File: src/sv/dws_pkg.sv
// Shared types and constants for the deque-with-search block.
// Used by dws_cell and the top level deque_with_search_unit; no dependencies.
`default_nettype none

package dws_pkg;

    localparam int DATA_W    = 32;
    localparam int MODE_W    = 3;
    localparam int POS_W     = 7;
    localparam int STAT_W    = 2;
    // match bits examined per scan cycle
    localparam int CHUNK     = 8;
    localparam int CHUNK_LOG = 3;

    typedef logic [DATA_W-1:0] t_data;
    typedef logic [MODE_W-1:0] t_mode;
    typedef logic [STAT_W-1:0] t_status;

    localparam t_mode MODE_PUSH_FRONT = 3'd0;
    localparam t_mode MODE_PUSH_BACK  = 3'd1;
    localparam t_mode MODE_POP_FRONT  = 3'd2;
    localparam t_mode MODE_POP_BACK   = 3'd3;
    localparam t_mode MODE_FIND_FIRST = 3'd4;
    localparam t_mode MODE_FIND_LAST  = 3'd5;
    localparam t_mode MODE_TOTALS     = 3'd6;

    localparam t_status STAT_OK    = 2'd0;
    localparam t_status STAT_FULL  = 2'd1;
    localparam t_status STAT_EMPTY = 2'd2;

    // one operation broadcast to every cell of the chain
    typedef struct packed {
        logic push_front;
        logic push_back;
        logic pop_front;
        logic pop_back;
    } t_cell_ctl;

endpackage

`default_nettype wire

File: src/sv/dws_cell.sv
// One storage cell of the deque chain: an entry, its occupied flag and a key compare.
// Depends on dws_pkg for the data type and the control struct.
`default_nettype none

module dws_cell (
    input  wire                      i_clk,
    input  wire                      i_rst_n,
    input  wire dws_pkg::t_cell_ctl  i_ctl,
    input  wire dws_pkg::t_data      i_key,
    input  wire dws_pkg::t_data      i_value,
    input  wire dws_pkg::t_data      i_prev_data,
    input  wire                      i_prev_occ,
    input  wire dws_pkg::t_data      i_next_data,
    input  wire                      i_next_occ,
    output dws_pkg::t_data           o_data,
    output logic                     o_occ,
    output logic                     o_hit
);

    dws_pkg::t_data r_data;
    logic           r_occ;
    dws_pkg::t_data n_data;
    logic           n_occ;

    always_comb begin
        n_data = r_data;
        n_occ  = r_occ;
        if (i_ctl.push_front) begin
            n_data = i_prev_data;
            n_occ  = i_prev_occ;
        end else if (i_ctl.push_back) begin
            // first empty cell takes the new word
            if (!r_occ && i_prev_occ) begin
                n_data = i_value;
                n_occ  = 1'b1;
            end
        end else if (i_ctl.pop_front) begin
            n_data = i_next_data;
            n_occ  = i_next_occ;
        end else if (i_ctl.pop_back) begin
            if (r_occ && !i_next_occ) begin
                n_occ = 1'b0;
            end
        end
    end

    always_ff @(posedge i_clk) begin
        r_data <= n_data;
        if (!i_rst_n) begin
            r_occ <= 1'b0;
        end else begin
            r_occ <= n_occ;
        end
    end

    assign o_data = r_data;
    assign o_occ  = r_occ;
    assign o_hit  = r_occ && (r_data == i_key);

endmodule

`default_nettype wire

File: config.mk
export PLATFORM = sky130hd
export DESIGN_NAME = dws_cell
export DESIGN_NICKNAME = d
export VERILOG_FILES = /design/src/sv/dws_pkg.sv /design/src/sv/dws_cell.sv
export SDC_FILE = /design/constraint.sdc
export NUM_CORES = 1
export LEC_CHECK = 0
export BUFFER_PORTS_ARGS = -buffer_cell sky130_fd_sc_hd__buf_2
export CAP_MARGIN = 10
export CORE_UTILIZATION = 39
export CTS_CLUSTER_SIZE = 12
export DETAILED_ROUTE_END_ITERATION = 12
export PLACE_DENSITY_LB_ADDON = 0.08
export REMOVE_ABC_BUFFERS = 1
export SETUP_SLACK_MARGIN = 0.15
export SYNTH_ARGS = -nofsm -noshare
export SYNTH_HDL_FRONTEND = slang
export SYNTH_SLANG_ARGS = --single-unit
File: constraint.sdc
create_clock -name i_clk -period 2.92 [get_ports i_clk]
set_clock_uncertainty 0.05 [all_clocks]
set_input_delay 0.584 -clock i_clk [delete_from_list [all_inputs] [get_ports i_clk]]
set_output_delay 0.584 -clock i_clk [all_outputs]
set_load 0.05 [all_outputs]
After elaboration in Yosys (flattened, before gate mapping) --
Index checks and enable logic that the tools add are counted.
Word-level totals: memories 0, logic and storage cells 24, output and inout bits 34, memory bits (read-only) 0, RAM bits 0, latch bits 0, bits of input ports 136, register bits after elaboration 33
Operators by class: shift-type cells 0, order comparisons 0, $add $sub $neg 0, reductions and logical operators 10, divide/modulo/power cells 0, muxes and demuxes 10, bitwise gates (word level) 0, $mul 0, equal/unequal tests 2
Operators with widths (count):
- two-way mux 32 bit | 4
- == test 32 bit | 1
- nonzero test 4 bit | 2
- two-way mux 1 bit | 6
- logical AND 1 bit | 3
- != test 3 x 1 -> 1 bit (second input constant) | 1
- AND reduction 3 bit | 1
- nonzero test 3 bit | 1
- logical NOT 1 bit | 2
- AND reduction 2 bit | 1

Longest topological paths before layout --
Gate-level depths: netlist (run 1).
word-level depth 7, gate-level depth with buffers 5, depth with buffers taken out 4

Least setup slack after synthesis (run 1) --
OpenSTA, ideal clock, no wires.
path type register to output, start register r_data[12] (netlist: o_data[12]), end output port o_hit, required time 2.286 ns, buffers on the path 0, cell stages (with the launch flop) 5, path slack -0.031 ns, arrival time 2.317 ns, cells stage by stage edfxtp_1 > xor2_1 > nor4_1 > nand4_1 > nor3_1
On the way: word-level cells in the longest chain between the ends 2
Ends and longest elaborated chain:
- start: declaration | RTL line dws_cell.sv:20 | dws_pkg::t_data r_data;
- start signal: assignment | RTL line dws_cell.sv:48 | r_data <= n_data;
- == test 32 bit | RTL line dws_cell.sv:58 | assign o_hit = r_occ && (r_data == i_key);
- logical AND 1 bit | RTL line dws_cell.sv:58
- end: declaration | RTL line dws_cell.sv:17 | output logic o_hit
Every way passes these cells.

Final worst setup path (run 1) --
start input port i_key[12], end output port o_hit
On the way: word-level cells in the longest chain between the ends 2
Ends and longest elaborated chain:
- start: declaration | RTL line dws_cell.sv:9 | input wire dws_pkg::t_data i_key,
- == test 32 bit | RTL line dws_cell.sv:58
- logical AND 1 bit | RTL line dws_cell.sv:58
Every way passes these cells.

==> flow_summary.json, run 1 <==
{
  "status": "completed",
  "slowest_delay_ns": 0.36,
  "ys_warn_count": 0,
  "drc": 0,
  "synth_top_cell_by_area": "edfxtp_1",
  "start_kind": "input pin",
  "synth_area_sq_um": 2030,
  "grtUsageTotal": 0.189,
  "p_clk_frac": 0.231,
  "finalNonFillerCells": 428,
  "syn_inst": 193,
  "combPwrFrac": 0.326,
  "die_h_microns": 74.2,
  "hp-class": "in -> reg",
  "maxUsedRoutingLayer": "met4",
  "final_nets": 496,
  "syn2layout_area_growth_pct": 48.0,
  "layout_min_cycle_time_ns": 2.51,
  "required_ns": 2.29,
  "switchingPower_w": 0.000474,
  "syn_avg_cell_area_sq_um": 10.5,
  "p_int_w": 0.000913,
  "diodes": 0,
  "dr_total_vias": 1967,
  "first_pass_iters": 4,
  "dp.cells": 420,
  "insertion_delay_ns": 0.27,
  "core_area_sq_um": 4880,
  "crit_path_frequent_cell": "buf_2",
  "cp-end-kind": "output port",
  "drt_iter0_markers": 67,
  "final_cell_area_sq_um": 3010,
  "crit_slowest_cell": "nor4_1",
  "postCtsHoldBufs": 0,
  "drive_gt1_frac": 0.493,
  "r2r_slack_ns": 1.32,
  "io-pin-count": 170,
  "final_common_cell": "buf_2",
  "drt-met1-wl_mm": 2.07,
  "antenna_found_initial": 0,
  "grt_setup_unrepaired": "no",
  "die_x_microns": 74.2,
  "grt_max_degree": 67,
  "synth_top_area_share": 0.472,
  "tritoncts": "built",
  "cp.arrival_ns": 1.87,
  "grt_overflow": 0,
  "drv_cap": 0,
  "drt-vias-per-instance": 4.60,
  "path_max_fanout": 1,
  "ys_seq_elements": 33,
  "worst_pin_slew_ns": 0.781,
  "cts.sinks": 33,
  "path_clk_slew_ns": 0.06,
  "ys_seq_area_frac": 0.482,
  "final_cell_mix": "169 x buf_2, 33 x nand2_1, 33 x o21ai_0, 32 x mux2i_1, 32 x edfxtp_1",
  "die-area_sq_um": 5510,
  "leakage_nw": 1.53,
  "cpLargestDelayFamily": "simple AND/OR/NAND/NOR gates",
  "placed_area_sq_um": 2930,
  "cts_resized": 0,
  "worst_slack_ns": 0.413,
  "rows": 25,
  "crit_chain": "buf_2 -> xor2_1 -> nor4_1 -> nand4_1 -> nor3_1 -> buf_2",
  "gp_congestion": 0.703,
  "cts_buffers": 5,
  "power_density_nw_per_um2": 460,
  "wl_met2_mm": 2.71,
  "power_w": 0.00139,
  "cp_num_buf_inv": 2,
  "wire_per_inst_microns": 12.5,
  "fmax_ghz": 0.399,
  "htree_num_levels": 2,
  "cts-root-buf": "clkbuf_8",
  "fin_crit_sh": 0.859,
  "crit_type": "in -> out",
  "grt_pass1_wl_mm": 7.67,
  "synth_cell_types": 19,
  "finalSetupViolations": 0,
  "seq_power_share": 0.443,
  "ant_nets": 0,
  "initial_core_util": 0.417,
  "post-place-ws_ns": 0.382,
  "synth_area_leaders": "edfxtp_1 47%, mux2i_1 16%, xor2_1 13%",
  "switching_share": 0.342,
  "final_core_util": 0.617,
  "clock_path_buffers": 2,
  "drv_slew": 0,
  "grt_pass1_vias": 1794,
  "cts_setup_buffers": 0,
  "peakVddDrop_uv": 282,
  "maxSlewHeadroom": 0.480,
  "wl_met3_microns": 498,
  "io_buffer_count": 169,
  "finalHoldViolations": 0,
  "place_hpwl_mm": 4.17,
  "wl_mm": 5.34
}
[Yosys cell counts]
library cell   n
edfxtp_1      32
nor4_1         7
nand3_1        2
a21oi_1        2
nand4_1        1
o21ai_0       33
nor3_1         2
clkbuf_1       7
buf_4          1
o221a_2        1
nor2b_1        1
nand2_1       33
xor2_1        31
inv_1          2
buf_2          3
mux2i_1       32
dfxtp_1        1
a311o_1        1
xnor2_1        1
[final timing paths]
path,from,end,cells past startpoint
worst min-delay path,i_rst_n,o_occ$_SDFFE_PN0P_,2
worst max register to register,o_occ$_SDFFE_PN0P_,o_occ$_SDFFE_PN0P_,4
worst max-delay path,i_key[12],o_hit,6
worst min register to register,o_occ$_SDFFE_PN0P_,o_occ$_SDFFE_PN0P_,1
[cells by family (layout without fill, tap and decap cells)]
group                     after synthesis  count (layout)  share of synthesized area
and+or+nand+nor                        46              46                     0.0984
buffers and inverters                  13             181                     0.0277
xor gates and xnor gates               32              32                      0.138
muxes                                  32              32                      0.157
DFF                                    33              33                      0.482
AOI/OAI and AO/OA                      37              37                     0.0966
[final cells by class]
class,instances,area (sq um)
clock buffers,8,80.1
fillers,430,1870
inverters,2,7.51
multi-input cells,147,998
flip-flops and latches,33,981
well taps,67,83.8
repair buffers,171,861
[power groups by stage]
stage / combinational, W / clock [W] / sequential (W)
after floorplan: 0.000106 / 0 / 0.000791
after global placement: 0.000453 / 0 / 0.000623
after detailed placement: 0.000457 / 0 / 0.000625
after CTS: 0.000458 / 0.000329 / 0.000615
after global routing: 0.000489 / 0.000351 / 0.000621
final: 0.000453 / 0.000320 / 0.000614
[layer usage]
layer  GRT usage  vias up
li1            -     1025
met2       0.349       96
met5           0        -
met3      0.0799        6
met4      0.0524        0
met1       0.194      840
[state kept, by name, summed over array words and instances, names as in the netlist]
| register | cells |
|---|---|
| o_data | 32 |
| o_occ | 1 |
[through the flow]
stage | TNS, ns | hold WS, ns
floorplan | -0.0307 | 0.681
global placement | 0 | 0.529
detailed placement | 0 | 0.527
CTS | 0 | 0.491
global route | 0 | 0.485
finish | 0 | 0.500
No activity file was read; power rests on OpenSTA's default activity.
==> run 2: changes to the inputs <==
Settings changed: CORE_ASPECT_RATIO set to 2.
==> flow_summary.json, run 2 (synthesized netlist as in run 1, its figures left out) <==
{
  "core_area_sq_um": 4950,
  "r2r-end": "o_occ$_SDFFE_PN0P_",
  "hp-class": "in -> reg",
  "grt_max_degree": 67,
  "tritoncts": "built",
  "r2r_slack_ns": 1.28,
  "status": "completed",
  "final_common_cell": "buf_2",
  "io-pin-count": 170,
  "fmax_ghz": 0.390,
  "cts-root-buf": "clkbuf_8",
  "cts.sinks": 33,
  "wl_mm": 5.29,
  "initial_core_util": 0.411,
  "rows": 36,
  "rr_startpoint": "o_occ$_SDFFE_PN0P_",
  "path_max_fanout": 1,
  "largest_reg_flops": 32,
  "drt_iter0_markers": 33,
  "final_nets": 496,
  "grt_overflow": 0,
  "startpoint": "i_key[23]",
  "cp-end-kind": "output port",
  "drive_gt1_frac": 0.496,
  "dp.cells": 410,
  "post-place-ws_ns": 0.287,
  "crit_end": "o_hit",
  "multiInputGateArea_sq_um": 998,
  "start_kind": "input pin",
  "htree_num_levels": 2,
  "wire_per_inst_microns": 12.7,
  "syn2layout_area_growth_pct": 47.5,
  "cts_buffers": 5,
  "layout_min_cycle_time_ns": 2.56,
  "final_core_util": 0.606,
  "peakVddDrop_uv": 333,
  "required_ns": 2.29,
  "clock_path_buffers": 2,
  "final_cell_mix": "169 x buf_2, 33 x nand2_1, 33 x o21ai_0, 32 x mux2i_1, 32 x edfxtp_1",
  "drv_cap": 0,
  "io_buffer_count": 169,
  "fin_crit_sh": 0.878,
  "dr_total_vias": 2038,
  "first_pass_iters": 4,
  "rr_worst_depth": 4,
  "cts_setup_buffers": 0,
  "seq_area_sq_um": 981,
  "drt-vias-per-instance": 4.88,
  "worst_slack_ns": 0.356,
  "diodes": 0,
  "cp.arrival_ns": 1.93,
  "cts_resized": 0,
  "place_hpwl_mm": 4.34,
  "fillers": 458,
  "grt_setup_unrepaired": "no",
  "worst_pin_slew_ns": 0.795,
  "crit_type": "in -> out",
  "antenna_found_initial": 0,
  "die_h_microns": 104,
  "finalSetupViolations": 0,
  "grtUsageTotal": 0.199,
  "drv_slew": 0,
  "ant_nets": 0,
  "grt_pass1_wl_mm": 8.19,
  "power_density_nw_per_um2": 461,
  "die_x_microns": 53.1,
  "leakage_nw": 1.53,
  "maxSlewHeadroom": 0.470,
  "finalHoldViolations": 0,
  "insertion_delay_ns": 0.27,
  "finalNonFillerCells": 418,
  "postCtsHoldBufs": 0,
  "die-area_sq_um": 5530,
  "grt_pass1_vias": 2008,
  "path_clk_slew_ns": 0.06,
  "gp_congestion": 0.739,
  "drc": 0
}
[run 2: changes by cell type in the layout (fill, tap and decap cells not counted)]
cell and change:
clkbuf_1 -3, clkinv_1 +2, clkinv_2 +1
[run 2: worst min-delay path by stage]
stage / from / to / slack, ns / cells after the start
after floorplan: i_rst_n / o_occ$_SDFFE_PN0P_ / 0.68 / 1
after global placement: o_occ$_SDFFE_PN0P_ / o_occ$_SDFFE_PN0P_ / 0.54 / 1
after detailed placement: o_occ$_SDFFE_PN0P_ / o_occ$_SDFFE_PN0P_ / 0.55 / 1
after CTS: i_rst_n / o_occ$_SDFFE_PN0P_ / 0.50 / 2
after global routing: i_rst_n / o_occ$_SDFFE_PN0P_ / 0.50 / 2
final: i_rst_n / o_occ$_SDFFE_PN0P_ / 0.50 / 2
[run 2: cell type report]
cell class	instances	share of cell area
Clock inverter	3	0.00417
Inverter	2	0.00250
Clock buffer	5	0.0229
Multi-Input combinational cell	147	0.333
Sequential cell	33	0.327
Tap cell	57	0.0238
Timing Repair Buffer	171	0.287
[run 2: layer usage]
layer,vias to the layer above,routed length [microns],GRT usage
li1,1025,-,-
met1,888,1800,0.188
met2,115,2930,0.375
met3,10,451,0.0526
met4,0,99,0.0789
met5,-,0,0
[run 2: stage by stage]
| step | power, W | instance area (sq um) | TNS, ns | hold slack, ns |
|---|---|---|---|---|
| after floorplan | 0.000898 | 1990 | -0.0307 | 0.681 |
| after global placement | 0.00108 | 2920 | 0 | 0.544 |
| after detailed placement | 0.00108 | 2920 | 0 | 0.548 |
| after CTS | 0.00140 | 3000 | 0 | 0.500 |
| after global routing | 0.00146 | 3000 | 0 | 0.496 |
| final | 0.00138 | 3000 | 0 | 0.505 |
[run 2: power by group]
part           switching [W]  internal [W]  leakage, nW
Combinational       0.000293      0.000161         1.15
Sequential         0.0000315      0.000583        0.337
Clock               0.000154      0.000160       0.0430
Total               0.000479      0.000904         1.53
[run 2: critical path, stage by stage]
cell     delay [ns]
buf_2          0.10
xor2_1         0.15
nor4_1         0.40
nand4_1        0.17
nor3_1         0.23
buf_2          0.29
